**src/sv/brd_pkg.sv**
```systemverilog
// Shared types and constants for the byte ring deque.
`default_nettype none
package brd_pkg;

	localparam int IDX_W  = 10;
	localparam int DEPTH  = 1 << IDX_W;
	localparam int POS_W  = 16;
	localparam int STEP_W = $clog2(POS_W);
	localparam logic [IDX_W-1:0] CNT_MAX = IDX_W'(DEPTH - 1);

	typedef enum logic [2:0] {
		MODE_PUSH_BACK  = 3'd0,
		MODE_PUSH_FRONT = 3'd1,
		MODE_POP_FRONT  = 3'd2,
		MODE_POP_BACK   = 3'd3,
		MODE_PEEK       = 3'd4,
		MODE_OVERWRITE  = 3'd5,
		MODE_CONSUME    = 3'd6,
		MODE_CLEAR      = 3'd7
	} mode_t;

	typedef enum logic [1:0] {
		ST_DONE  = 2'd0,
		ST_FULL  = 2'd1,
		ST_EMPTY = 2'd2
	} status_t;

	typedef struct packed {
		mode_t             mode;
		logic [7:0]        data_in;
		logic [POS_W-1:0]  position;
		logic [9:0]        amount;
	} req_t;

	typedef struct packed {
		logic [7:0]        data_out;
		status_t           status;
		logic [9:0]        fill_count;
		logic [9:0]        free_room;
	} rsp_t;

	// controller -> datapath
	typedef struct packed {
		logic load;      // capture request
		logic exec;      // run the operation, start modulo if needed
		logic div_step;  // one remainder bit
		logic access;    // offset peek or overwrite at the computed slot
		logic resp;      // load response register
	} cmd_t;

	// datapath -> controller
	typedef struct packed {
		logic need_div;
		logic div_last;
		logic out_free;
	} sts_t;

endpackage
`default_nettype wire

```
**src/sv/brd_ctrl.sv**
```systemverilog
// Controller state machine for the byte ring deque.
`default_nettype none
module brd_ctrl
	import brd_pkg::*;
(
	input  wire logic clk,
	input  wire logic arst_n,
	input  wire logic req_valid,
	output logic      req_stall,
	input  wire sts_t sts,
	output cmd_t      cmd
);

	typedef enum logic [4:0] {
		S_IDLE   = 5'b00001,
		S_EXEC   = 5'b00010,
		S_DIV    = 5'b00100,
		S_ACCESS = 5'b01000,
		S_RESP   = 5'b10000
	} state_t;

	state_t state_q, state_d;

	always_comb begin
		state_d   = state_q;
		cmd       = '0;
		req_stall = 1'b1;
		case (state_q)
			S_IDLE: begin
				req_stall = 1'b0;
				if (req_valid) begin
					cmd.load = 1'b1;
					state_d  = S_EXEC;
				end
			end
			S_EXEC: begin
				cmd.exec = 1'b1;
				state_d  = sts.need_div ? S_DIV : S_RESP;
			end
			S_DIV: begin
				cmd.div_step = 1'b1;
				if (sts.div_last) begin
					state_d = S_ACCESS;
				end
			end
			S_ACCESS: begin
				cmd.access = 1'b1;
				state_d    = S_RESP;
			end
			S_RESP: begin
				if (sts.out_free) begin
					cmd.resp = 1'b1;
					state_d  = S_IDLE;
				end
			end
			default: begin
				state_d = S_IDLE;
			end
		endcase
	end

	always_ff @(posedge clk or negedge arst_n) begin
		if (!arst_n) begin
			state_q <= S_IDLE;
		end else begin
			state_q <= state_d;
		end
	end

endmodule
`default_nettype wire

```
**config.mk**
```make
export PLATFORM = sky130hd
export DESIGN_NAME = brd_ctrl
export DESIGN_NICKNAME = d
export VERILOG_FILES = /design/src/sv/brd_pkg.sv /design/src/sv/brd_ctrl.sv
export SDC_FILE = /design/constraint.sdc
export NUM_CORES = 1
export LEC_CHECK = 0
export BUFFER_PORTS_ARGS = -buffer_cell sky130_fd_sc_hd__buf_4
export CAP_MARGIN = 20
export CORE_AREA = 2 2 39 41
export CTS_BUF_LIST = sky130_fd_sc_hd__clkbuf_4
export DETAILED_ROUTE_END_ITERATION = 7
export DIE_AREA = 0 0 41 43
export PLACE_DENSITY = 0.55
export SLEW_MARGIN = 10
export SYNTH_ARGS = -nofsm -noshare
export SYNTH_HDL_FRONTEND = slang
export SYNTH_SLANG_ARGS = --single-unit
```
**constraint.sdc**
```tcl
create_clock -name clk -period 3 [get_ports clk]
set_clock_uncertainty 0.2 [all_clocks]
set_input_delay 0 -clock clk [delete_from_list [all_inputs] [get_ports clk]]
set_output_delay 0 -clock clk [all_outputs]
set_load 0.005 [all_outputs]
```
## Word-level counts from Yosys, hierarchy flattened

Index checks and enable logic that the tools add are counted.

| storage, ports and cells | value |
|---|---|
| bits in registers | 5 |
| latch bits | 0 |
| RAM bits | 0 |
| bits in read-only memories | 0 |
| output and inout port bits | 6 |
| logic and storage cells | 23 |
| memories kept | 0 |

| cells by class | value |
|---|---|
| add/sub/neg operators | 0 |
| $mul | 0 |
| divide/modulo/power cells | 0 |
| magnitude comparators | 0 |
| equality and inequality tests | 8 |
| shift operators | 0 |
| muxes and demuxes | 13 |
| bitwise operators | 0 |
| reduce and logical (&&, ||, !) cells | 1 |

Operator list:

| operator | number |
|---|---|
| 5-bit case mux with 5 select lines | 1 |
| 5-bit two-way mux | 4 |
| 1-bit two-way mux | 8 |
| 2-bit inequality test, second input constant | 3 |
| 5-bit by 1-bit == test with 1-bit output, second input constant | 1 |
| 5-bit by 2-bit == test with 1-bit output, second input constant | 1 |
| 5-bit by 3-bit == test with 1-bit output, second input constant | 1 |
| 5-bit by 4-bit == test with 1-bit output, second input constant | 1 |
| 5-bit == test, second input constant | 1 |
| 3-bit AND reduction | 1 |

## Longest topological paths before layout

Gate-level depths: netlist of the first run.

| depth | value |
|---|---|
| depth in word-level cells | 3 |
| depth in mapped cells | 4 |
| gate-level depth less buffers | 3 |

## Worst setup path before layout of the first run

OpenSTA, ideal clock, no wires.

| timing | value |
|---|---|
| path type | reg-to-reg |
| from | register state_q[0] |
| to | register state_q[0] |
| arrival | 1.099 ns |
| required time | 2.684 ns |
| path slack | 1.584 ns |
| stages on the path, launching flop included | 4 |
| buffers on the path | 0 |
| clock period less this slack | 1.416 ns |
| cell sequence | dfstp_2 > nor2_1 > and4b_1 > a2111oi_1 |

| between the ends | value |
|---|---|
| cells in the longest elaborated chain, start to end | 3 |
| elaborated cells between the ends (all ways) | 10 |
| classes of those cells | 8 x eq/ne; 1 x mux; 1 x reduce/logical |

Ends and longest elaborated chain:

| element | RTL line | source |
|---|---|---|
| start, declared | brd_ctrl.sv:22 | `state_t state_q, state_d;` |
| start signal, assigned | brd_ctrl.sv:66 | `state_q <= state_d;` |
| 5-bit by 3-bit == test with 1-bit output (tied with other cells) | brd_ctrl.sv:28 | `case (state_q)` |
| 2-bit inequality test (no source line) | n/a |  |
| 3-bit AND reduction (no source line) | n/a |  |

Several ways; a longest one is shown, not always the timed one.
A chain may end at the register's enable or synchronous reset.

==> qor_table.md, run 1 <==
| Stage | Quantity | This run |
| --- | --- | --- |
| run status | Outcome | finished clean |
| clock network | Number of H-tree branching levels | 1 |
| worst setup path | Critical path required time | 2.80 ns |
| timing | Worst slew pin tran | 0.311 ns |
| yosys | Synth cell types | 21 |
| yosys | Post-synthesis instance total | 30 |
| timing | Max Transition Viols Final | 0 |
| floorplanning | Initial standard-cell utilization of the core | 0.227 |
| global routing | Global routing met1 resource utilization | 0.122 |
| final layout | Final-stage net count | 57 |
| worst setup path | CP Data Arrival Time | 1.43 ns |
| routing | Post-DR vias/cell | 4.24 |
| worst setup path | Worst path bufs/invs | 1 |
| place | Routability cong. | 0.694 |
| global routing | Wire length of the first global-routing pass | 1110 um |
| clock network | Worst skew pair latency | 0.24 ns |
| yosys | Syn_nets | 36 |
| worst setup path | Master of the slowest instance on the critical path | dfrtp_1 |
| final layout | Fraction of layout instances using a drive strength above 1 | 0.380 |
| place | Sum of net half-perimeters after detailed placement | 510 um |
| global routing | Gr busiest metal | met2 |
| timing | Setup_tns | 0 ns |
| floorplanning | DIE AREA | 1760 um2 |
| worst setup path | Worst Path Class, Setup | reg2out |
| power and ir drop | Sum of internal, switching and leakage power | 315 uW |
| timing | Headroom to the max-slew limit | 0.792 |
| yosys | Post-Syn Area | 314 um2 |
| power and ir drop | Leakage power total | 0.239 nW |
| global routing | Initial antenna violation count | 0 |
| floorplanning | Number of ports placed on the die boundary | 12 |
| clock network | Clock-pin slew of the registers on the worst-case setup and hold paths | 0.04 ns |
| worst setup path | Ordered cell list for the critical path | or3_4 -> nor3b_4 -> buf_4 |
| final layout | Antenna diode count | 0 |
| place | Port-buffer cells | 11 |
| timing | Worst setup slack after layout | 1.37 ns |
| timing | Setup repair after global routing missed its margin | no |
| worst setup path | Worst setup slack for register-to-register paths | 1.52 ns |
| timing | Final number of hold-violating endpoints | 0 |
| run | Count of maximum capacitance violations | 0 |
| timing | # setup viols final | 0 |
| global routing | Sum of overflow across all layers after global routing | 0 |
| yosys | Part of the Yosys area used for sequential elements | 0.402 |
| worst setup path | Slowest stage delay, CP | 0.44 ns |
| clock network | Number of buffers inserted during clock tree synthesis | 3 |
| final layout | Count of fill cells added during filler insertion | 151 |
| final layout | Flip-flop count of the largest register, all copies and words added | 5 |
| clock network | Clock tree from TritonCTS | done |
| routing | Initial detailed-routing violation count | 2 |
| place | Setup WS pre-CTS | 1.52 ns |
| timing | Tcrit/Tclk final | 0.544 |
| floorplanning | Vertical die dimension | 43 um |
| timing | Fmax | 0.612 GHz |
| timing | Final critical path time including I/O delays and setup | 1.63 ns |
| global routing | Vias in the first global route | 266 |
| yosys | Total of warnings raised by yosys | 0 |
| routing | Post-detailed-route wirelength per cell | 10.0 um |
| routing | Vias after detailed routing | 280 |
| global routing | Met3 Usage GRT | 0.0628 |
| global routing | Largest net degree at the start of global routing | 9 |
| clock network | Clk sink count | 5 |
| yosys | Flip-flop and latch count after synthesis | 5 |
| power and ir drop | Worst voltage drop across the vdd grid | 204 uV |
| hold path | Worst hold path type | in2async |
| worst setup path | Top cell family by delay on the critical path | simple AND/OR/NAND/NOR gates |
| clock network | Clock Path Buffers | 2 |
| worst setup path | Worst Setup End Kind | primary output |
| routing | Routed WL | 662 um |
| worst setup path | Peak fanout along the critical path | 6 |
| global routing | Gr usage total | 0.100 |
| clock network | Root Buffer | clkbuf_4 |
| routing | Detail Route Antenna Nets | 0 |
| floorplanning | Placement row count | 14 |
| routing | Final routed DRC violation total | 0 |
| routing | First-pass iteration count of the detailed router | 2 |
| final layout | Area added between synthesis and finish | 57.8% |
| floorplanning | Horizontal die dimension | 41 um |
| final layout | Top flop regs | state_q (5) |
| floorplanning | Core Footprint | 1380 um2 |
| yosys | Average cell area after synthesis | 10.5 um2 |
| final layout | Final Core Density | 0.358 |
| final layout | Register with the most flip-flops | state_q |
| global routing | Met2 usage in global routing | 0.128 |
| worst setup path | Type of origin of the critical path | flip-flop |
| power and ir drop | Total power divided by cell area | 636 nW/um2 |
| clock network | Number of cells upsized or downsized after cts | 0 |
routing by layer:
layer,vias to the layer above,part of all wire
met3,0,0.054
li1,150,-
met5,-,0
met4,0,0
met2,7,0.47
met1,123,0.47
layout by cell type, fill, tap and decap left out:
cell / count
a2111oi_1: 1
a21o_1: 1
and2_1: 1
and3_1: 1
and4_1: 1
and4b_1: 2
buf_4: 11
clkbuf_4: 4
dfrtp_1: 4
dfstp_2: 1
dlygate4sd3_1: 6
inv_1: 1
mux2i_1: 1
nand3_1: 1
nand4bb_1: 1
nor2_1: 6
nor2_2: 1
nor3b_1: 1
nor3b_4: 1
o21ai_0: 1
o21bai_1: 1
or3_4: 1
xnor2_1: 1
stage by stage:
| stage | instances | area, um2 | hold WS (ns) |
|---|---|---|---|
| finish | 66 | 495 | 0.0365 |
| detailed placement | 56 | 405 | -0.396 |
| global placement | 56 | 405 | -0.396 |
| CTS | 66 | 495 | 0.0246 |
| floorplan | 30 | 314 | -0.496 |
| global route | 66 | 495 | 0.0399 |
cell families (layout without fill, tap and decap cells):
| kind of cell | after synthesis | in the layout | synth area share |
|---|---|---|---|
| AND/OR/NAND/NOR | 17 | 17 | 0.394 |
| flip-flops | 5 | 5 | 0.402 |
| multiplexers | 1 | 1 | 0.0319 |
| AO/OA/AOI/OAI | 4 | 4 | 0.0956 |
| XOR/XNOR | 1 | 1 | 0.0279 |
| buffers and inverters | 2 | 22 | 0.0478 |
synth_stat cells, drive strengths merged:
master | n | share of area
buf | 1 | 0.036
inv | 1 | 0.012
or3 | 1 | 0.036
dfrtp | 4 | 0.32
a21o | 1 | 0.024
a2111oi | 1 | 0.032
and3 | 1 | 0.020
nor3b | 2 | 0.084
nor2 | 7 | 0.092
nand3 | 1 | 0.016
nand4bb | 1 | 0.036
dfstp | 1 | 0.084
mux2i | 1 | 0.032
and4 | 1 | 0.028
o21bai | 1 | 0.024
and4b | 2 | 0.064
xnor2 | 1 | 0.028
o21ai | 1 | 0.016
and2 | 1 | 0.020
what timing repair did:
action / CTS / global route
hold buffers: 6 / 0
endpoints found under the hold margin: 10 / 0
buffers inserted: 0 / 0
report_power, final:
group	leakage [nW]	internal (mW)	switching, mW	total [mW]
clock network	0.0184	0.0592	0.0264	0.0856
registers	0.0651	0.0878	0.0207	0.109
logic	0.156	0.0708	0.0501	0.121
final cells by class:
cell class | count | area (um2) | area share
clock buffer | 4 | 30.0 | 0.0606
multi-input combinational | 23 | 173 | 0.348
timing repair buffer | 17 | 143 | 0.288
inverter | 1 | 3.75 | 0.00758
sequential | 5 | 126 | 0.255
tap | 16 | 20.0 | 0.0404
final timing paths:
path,startpoint,end,cells past startpoint
setup reg to reg,state_q[0],state_q[0],3
min in group clk,sts[2],state_q[2],3
hold reg to reg,state_q[0],state_q[1],2
max in group asynchronous,arst_n,state_q[4],3
setup / recovery,state_q[2],cmd[3],3
hold / removal,arst_n,state_q[0],2
(Power assumes the default switching activity.)
==> run 2, diff against run 1 <==
--- a/config.mk
+++ b/config.mk
@@ -11,7 +11,7 @@
 export CTS_BUF_LIST = sky130_fd_sc_hd__clkbuf_4
 export DETAILED_ROUTE_END_ITERATION = 7
 export DIE_AREA = 0 0 41 43
-export PLACE_DENSITY = 0.55
+export PLACE_DENSITY = 0.57
 export SLEW_MARGIN = 10
 export SYNTH_ARGS = -nofsm -noshare
 export SYNTH_HDL_FRONTEND = slang
==> constraint.sdc (replaced) <==
create_clock -name clk -period 1.5 [get_ports clk]
set_clock_uncertainty 0.2 [all_clocks]
set_input_delay 0 -clock clk [delete_from_list [all_inputs] [get_ports clk]]
set_output_delay 0 -clock clk [all_outputs]
set_load 0.005 [all_outputs]
==> run 2 against run 1 <==
The run now ends with setup timing left. Combinational power rose to 3.1 times the previous value. Utilization up 6.0 points. Sequential power up 97%. Largest power group unchanged. Non-clock buffer count up 5.
==> qor_table.md, run 2 (synthesis results as in run 1) <==
| Stage | Quantity | This run | Change |
| --- | --- | --- | --- |
| timing | Final number of hold-violating endpoints | 0 | unchanged |
| floorplanning | Vertical die dimension | 43 um | unchanged |
| power and ir drop | Share of power burned in registers | 0.283 | -0.062 |
| global routing | Met2 usage in global routing | 0.141 | +0.0125 |
| clock network | Number of H-tree branching levels | 1 | unchanged |
| place | Port-buffer cells | 11 | unchanged |
| final layout | Non-filler cells in the finished layout | 71 | +7.6% |
| place | Setup WS pre-CTS | -0.0489 ns | -1.57 ns |
| clock network | Clock-pin slew of the registers on the worst-case setup and hold paths | 0.04 ns | about the same |
| floorplanning | Core Footprint | 1380 um2 | unchanged |
| global routing | Met3 Usage GRT | 0.0157 | -0.0471 |
| power and ir drop | Share of power burned in combinational logic | 0.490 | +0.106 |
| hold path | Worst hold path type | in2async |  |
| worst setup path | Type of origin of the critical path | flip-flop |  |
| routing | Post-detailed-route wirelength per cell | 10.0 um | about the same |
| timing | Headroom to the max-slew limit | 0.756 | -0.0365 |
| final layout | Commonest cells after routing, fill and taps aside | buf_4, dlygate4sd3_1, clkbuf_4, nor2_1, dfrtp_1 |  |
| global routing | Gr usage total | 0.105 | +0.00495 |
| clock network | Clock tree from TritonCTS | done |  |
| clock network | Clock Path Buffers | 2 | unchanged |
| final layout | Fraction of layout instances using a drive strength above 1 | 0.600 | +0.220 |
| worst setup path | Worst Path Class, Setup | reg2out |  |
| place | Placed Cells | 60 | +7.1% |
| routing | Detail Route Antenna Nets | 0 | unchanged |
| worst setup path | Peak fanout along the critical path | 3 | -3 |
| timing | Setup repair after global routing missed its margin | yes |  |
| floorplanning | Placement row count | 14 | unchanged |
| power and ir drop | Leakage power total | 0.277 nW | +16% |
| power and ir drop | Total power divided by cell area | 1320 nW/um2 | +110% |
| worst setup path | Worst reg2reg path depth | 4 | +1 |
| power and ir drop | Switching fraction of total power | 0.327 | +0.0182 |
| global routing | Wire length of the first global-routing pass | 1170 um | +5.7% |
| power and ir drop | Worst voltage drop across the vdd grid | 673 uV | +230% |
| clock network | Worst skew pair latency | 0.24 ns | about the same |
| floorplanning | Initial standard-cell utilization of the core | 0.227 | unchanged |
| clock network | Root Buffer | clkbuf_4 |  |
| routing | Initial detailed-routing violation count | 3 | +1 |
| routing | Final routed DRC violation total | 0 | unchanged |
| routing | Routed WL | 712 um | +7.6% |
| final layout | Top flop regs | state_q (5) |  |
| worst setup path | Worst setup slack for register-to-register paths | 0.01 ns | -1.51 ns |
| power and ir drop | Internal Dissipation | 512 uW | +140% |
| routing | Vias after detailed routing | 314 | +12% |
| global routing | Vias in the first global route | 328 | +23% |
| timing | Tcrit/Tclk final | 1.03 |  |
| timing | Max Transition Viols Final | 0 | unchanged |
| worst setup path | Critical path required time | 1.30 ns | -1.50 ns |
| worst setup path | RR Startpoint | state_q[2] |  |
| final layout | Area added between synthesis and finish | 84.1% |  |
| run status | Outcome | complete, but fails checks |  |
| power and ir drop | Switching power | 249 uW | +160% |
| timing | Final critical path time including I/O delays and setup | 1.55 ns |  |
| final layout | Antenna diode count | 0 | unchanged |
| timing | # setup viols final | 2 | +2 |
| global routing | Largest net degree at the start of global routing | 9 | unchanged |
| final layout | Most frequent standard cell in the layout excluding fill and tap cells | buf_4 |  |
| run status | Violated checks | setup timing |  |
| timing | Fmax | 0.646 GHz |  |
| place | Sum of net half-perimeters after detailed placement | 537 um | +5.4% |
| routing | Post-DR vias/cell | 4.42 | +4.2% |
| final layout | Register with the most flip-flops | state_q |  |
| floorplanning | Number of ports placed on the die boundary | 12 | unchanged |
| run | Count of maximum capacitance violations | 0 | unchanged |
| power and ir drop | Proportion of power drawn by the clock network | 0.227 | -0.045 |
| floorplanning | DIE AREA | 1760 um2 | unchanged |
| global routing | Global routing met1 resource utilization | 0.112 | -0.0103 |
| global routing | Sum of overflow across all layers after global routing | 0 | unchanged |
| floorplanning | Horizontal die dimension | 41 um | unchanged |
| timing | Worst setup slack after layout | -0.0474 ns | -1.41 ns |
| clock network | Number of buffers inserted during clock tree synthesis | 3 | unchanged |
| final layout | Final Core Density | 0.418 | +0.0597 |
| timing | Worst slew pin tran | 0.363 ns | +0.0517 ns |
| global routing | Initial antenna violation count | 0 | unchanged |
| worst setup path | Critical register-to-register path endpoint | state_q[2] |  |
| clock network | Clk sink count | 5 | unchanged |
| routing | First-pass iteration count of the detailed router | 3 | +1 |
| final layout | Flip-flop count of the largest register, all copies and words added | 5 | unchanged |
| worst setup path | Worst Setup End Kind | primary output |  |
| global routing | Gr busiest metal | met4 |  |
| final layout | Count of fill cells added during filler insertion | 130 | -14% |
| worst setup path | CP Data Arrival Time | 1.35 ns | -0.08 ns |
| final layout | Final-stage net count | 62 | +8.8% |
| place | Routability cong. | 0.818 | +18% |
[run 2: changes by cell type in the layout (fill, tap and decap cells not counted), sizes merged]
cell | before | now
buf | 11 | 17
dlygate4sd3 | 6 | 5
[run 2: how the worst max path moves through the flow]
stage	start	to	slack (ns)
floorplan	state_q[0]	state_q[0]	0.08
global placement	state_q[0]	state_q[0]	-0.08
detailed placement	state_q[0]	state_q[0]	-0.05
CTS	state_q[2]	cmd[3]	-0.08
global route	state_q[2]	cmd[3]	-0.10
finish	state_q[2]	cmd[3]	-0.05
[run 2: final cells by class]
cell class                      count  area, um2  area share
Timing Repair Buffer               22        178       0.307
Multi-Input combinational cell     23        219       0.379
Clock buffer                        4       30.0      0.0519
Tap cell                           16       20.0      0.0346
Inverter                            1       3.75     0.00649
Sequential cell                     5        128       0.221
[run 2: repair_timing]
item	in CTS	in global routing
resized for setup	3	8
endpoints found under the setup margin	4	7
hold buffers	5	0
endpoints found under the hold margin	10	0
buffers inserted	2	0
pin swaps	2	3
[run 2: critical path, stage by stage (launching register included)]
cell,delay (ns)
dfrtp_1,0.37
or3_4,0.42
nor3b_4,0.19
buf_4,0.13
[run 2: power by group through the flow]
stage	combinational (mW)	clock (mW)	sequential, mW
floorplan	0.148	0	0.208
global placement	0.275	0	0.207
detailed placement	0.274	0	0.207
CTS	0.319	0.184	0.200
global route	0.413	0.191	0.217
finish	0.372	0.173	0.215
[run 2: per-stage QoR]
stage	setup TNS (ns)	total power, mW	hold slack, ns	area (um2)
detailed placement	-0.0489	0.481	-0.397	435
finish	-0.0763	0.761	0.0321	578
CTS	-0.155	0.704	0.000703	542
floorplan	0	0.356	-0.496	314
global placement	-0.0783	0.482	-0.396	435
global route	-0.355	0.821	0.0348	578
[run 2: layer usage]
layer	wire (um)	vias to the layer above	part of all wire
li1	-	158	-
met1	272	146	0.38
met2	391	8	0.55
met3	25	2	0.035
met4	22	0	0.031
met5	0	-	0
==> run 3, diff against run 2 <==
--- a/config.mk
+++ b/config.mk
@@ -12,6 +12,7 @@
 export DETAILED_ROUTE_END_ITERATION = 7
 export DIE_AREA = 0 0 41 43
 export PLACE_DENSITY = 0.57
+export SKIP_CTS_REPAIR_TIMING = 1
 export SLEW_MARGIN = 10
 export SYNTH_ARGS = -nofsm -noshare
 export SYNTH_HDL_FRONTEND = slang
==> run 3 against run 2 <==
Die area unchanged. Utilization increased by 1.1 points. Clock-buffer cell count unchanged. Worst setup slack got worse by 0.026 ns. Total power is 0.41% lower. Critical endpoint unchanged. Via count up 5.7%. Register-to-register slack worse by 0.04 ns. Fmax is 1.7% lower. Worst hold slack worse by 0.00064 ns. Clock power is essentially flat. The run still ends with setup timing left. First-iteration DRC count fell by 33%.
==> qor_table.md, run 3 (synthesis results as in run 1) <==
| Stage | Quantity | This run | Change |
| --- | --- | --- | --- |
| run status | Outcome | complete, but fails checks |  |
| run status | Violated checks | setup timing |  |
| final layout | Fraction of layout instances using a drive strength above 1 | 0.603 | +0.00345 |
| hold path | Worst hold path type | in2async |  |
| worst setup path | Slowest stage delay, CP | 0.43 ns | about the same |
| floorplanning | Placement row count | 14 | unchanged |
| worst setup path | Worst Setup End Kind | primary output |  |
| final layout | Antenna diode count | 0 | unchanged |
| final layout | Final-stage net count | 65 | +4.8% |
| routing | Vias after detailed routing | 332 | +5.7% |
| worst setup path | Worst Path Class, Setup | reg2out |  |
| timing | Max Transition Viols Final | 0 | unchanged |
| timing | # setup viols final | 4 | +2 |
| global routing | Vias in the first global route | 281 | -14% |
| run | Count of maximum capacitance violations | 0 | unchanged |
| worst setup path | Peak fanout along the critical path | 5 | +2 |
| worst setup path | Ordered cell list for the critical path | or3_4 -> nor3b_4 -> buf_4 |  |
| floorplanning | Vertical die dimension | 43 um | unchanged |
| routing | First-pass iteration count of the detailed router | 2 | -1 |
| power and ir drop | Worst voltage drop across the vdd grid | 663 uV | -1.6% |
| global routing | Gr usage total | 0.0940 | -0.0111 |
| clock network | Number of buffers inserted during clock tree synthesis | 3 | unchanged |
| place | Routability cong. | 0.818 | unchanged |
| global routing | Sum of overflow across all layers after global routing | 0 | unchanged |
| final layout | Flip-flop count of the largest register, all copies and words added | 5 | unchanged |
| final layout | Area added between synthesis and finish | 88.8% |  |
| global routing | Initial antenna violation count | 0 | unchanged |
| timing | Fmax | 0.635 GHz | -1.7% |
| clock network | Worst skew pair latency | 0.24 ns | about the same |
| power and ir drop | Leakage power total | 0.291 nW | +5.0% |
| timing | Final number of hold-violating endpoints | 0 | unchanged |
| timing | Final critical path time including I/O delays and setup | 1.57 ns | +0.0262 ns |
| routing | Post-DR vias/cell | 4.49 | +1.4% |
| final layout | Top flop regs | state_q (5) |  |
| clock network | Clock Path Buffers | 2 | unchanged |
| worst setup path | CP Data Arrival Time | 1.37 ns | +0.02 ns |
| place | Setup WS pre-CTS | -0.0489 ns | unchanged |
| worst setup path | Worst path bufs/invs | 1 | unchanged |
| clock network | Clock tree from TritonCTS | done |  |
| timing | Headroom to the max-slew limit | 0.759 | +0.00342 |
| global routing | Largest net degree at the start of global routing | 9 | unchanged |
| clock network | Number of H-tree branching levels | 1 | unchanged |
| worst setup path | Top cell family by delay on the critical path | simple AND/OR/NAND/NOR gates |  |
| routing | Initial detailed-routing violation count | 2 | -1 |
| floorplanning | Number of ports placed on the die boundary | 12 | unchanged |
| final layout | Area of the multi-input gates | 210 um2 | -4.0% |
| routing | Post-detailed-route wirelength per cell | 10.5 um | +4.7% |
| worst setup path | Critical path required time | 1.30 ns | about the same |
| place | Placed Cells | 60 | unchanged |
| clock network | Root Buffer | clkbuf_4 |  |
| clock network | Clock-pin slew of the registers on the worst-case setup and hold paths | 0.04 ns | about the same |
| timing | Tcrit/Tclk final | 1.05 | +0.0174 |
| clock network | Clk sink count | 5 | unchanged |
| routing | Routed WL | 777 um | +9.1% |
| timing | Worst setup slack after layout | -0.0736 ns | -0.0262 ns |
| worst setup path | Master of the slowest instance on the critical path | dfrtp_2 |  |
| final layout | Count of fill cells added during filler insertion | 134 | +3.1% |
| place | Port-buffer cells | 11 | unchanged |
| final layout | Commonest cells after routing, fill and taps aside | buf_4, dlygate4sd3_1, nor2_1, clkbuf_4 |  |
| final layout | Most frequent standard cell in the layout excluding fill and tap cells | buf_4 |  |
| power and ir drop | Sum of internal, switching and leakage power | 758 uW | -0.41% |
| worst setup path | Type of origin of the critical path | flip-flop |  |
| floorplanning | Core Footprint | 1380 um2 | unchanged |
| place | Sum of net half-perimeters after detailed placement | 537 um | unchanged |
| routing | Detail Route Antenna Nets | 0 | unchanged |
| timing | Setup repair after global routing missed its margin | yes |  |
| floorplanning | DIE AREA | 1760 um2 | unchanged |
| timing | Worst slew pin tran | 0.357 ns | -0.00507 ns |
| floorplanning | Initial standard-cell utilization of the core | 0.227 | unchanged |
| global routing | Wire length of the first global-routing pass | 1060 um | -10% |
| power and ir drop | Total power divided by cell area | 1280 nW/um2 | -2.9% |
| final layout | Register with the most flip-flops | state_q |  |
| routing | Final routed DRC violation total | 0 | unchanged |
| final layout | Non-filler cells in the finished layout | 74 | +4.2% |
| final layout | FF/Latch Area | 129 um2 | +0.98% |
| floorplanning | Horizontal die dimension | 41 um | unchanged |
[run 3: changes by cell type in the layout (fill, tap and decap cells not counted), sizes merged]
cell and change:
buf +3
[run 3: path summary, 6_finish.rpt]
| kind | start | to | slack (ns) | depth (start not counted) |
|---|---|---|---|---|
| max in group asynchronous | arst_n | state_q[2] | 0.45 | 3 |
| max reg2reg | state_q[2] | state_q[2] | -0.03 | 4 |
| min | arst_n | state_q[0] | 0.03 | 2 |
| max | state_q[2] | cmd[3] | -0.07 | 3 |
| min in group clk | sts[0] | state_q[0] | 0.04 | 3 |
| min reg2reg | state_q[0] | state_q[1] | 0.35 | 2 |
[run 3: layout make-up]
cell class	instances	share of cell area
Sequential cell	5	0.217
Timing Repair Buffer	25	0.338
Multi-Input combinational cell	23	0.354
Inverter	1	0.00633
Clock buffer	4	0.0506
Tap cell	16	0.0338
[run 3: per-layer routing]
layer  routed length [um]  global-route usage
met1                  285               0.105
met3                   26              0.0157
met2                  422               0.122
met4                   42               0.127
met5                    0                   0
[run 3: metrics by stage]
stage	hold WS [ns]	util	area (um2)	TNS, ns
floorplan	-0.496	-	314	0
global placement	-0.396	0.315	435	-0.0783
detailed placement	-0.397	0.315	435	-0.0489
CTS	-0.665	0.336	465	-0.340
global route	0.0278	0.429	593	-0.356
finish	0.0314	0.429	593	-0.152
[run 3: worst reg2reg max path: cells and delay by family (launching register included)]
| family | cells | cell delay, ns |
|---|---|---|
| flops | 1 | 0.43 |
| buf+inv | 1 | 0.15 |
| simple gates | 2 | 0.57 |
| compound gates | 1 | 0.11 |
[run 3: power by group]
part	internal, mW	total, mW	switching, mW
clock	0.119	0.173	0.0548
sequential	0.176	0.208	0.0315
combinational	0.220	0.376	0.156
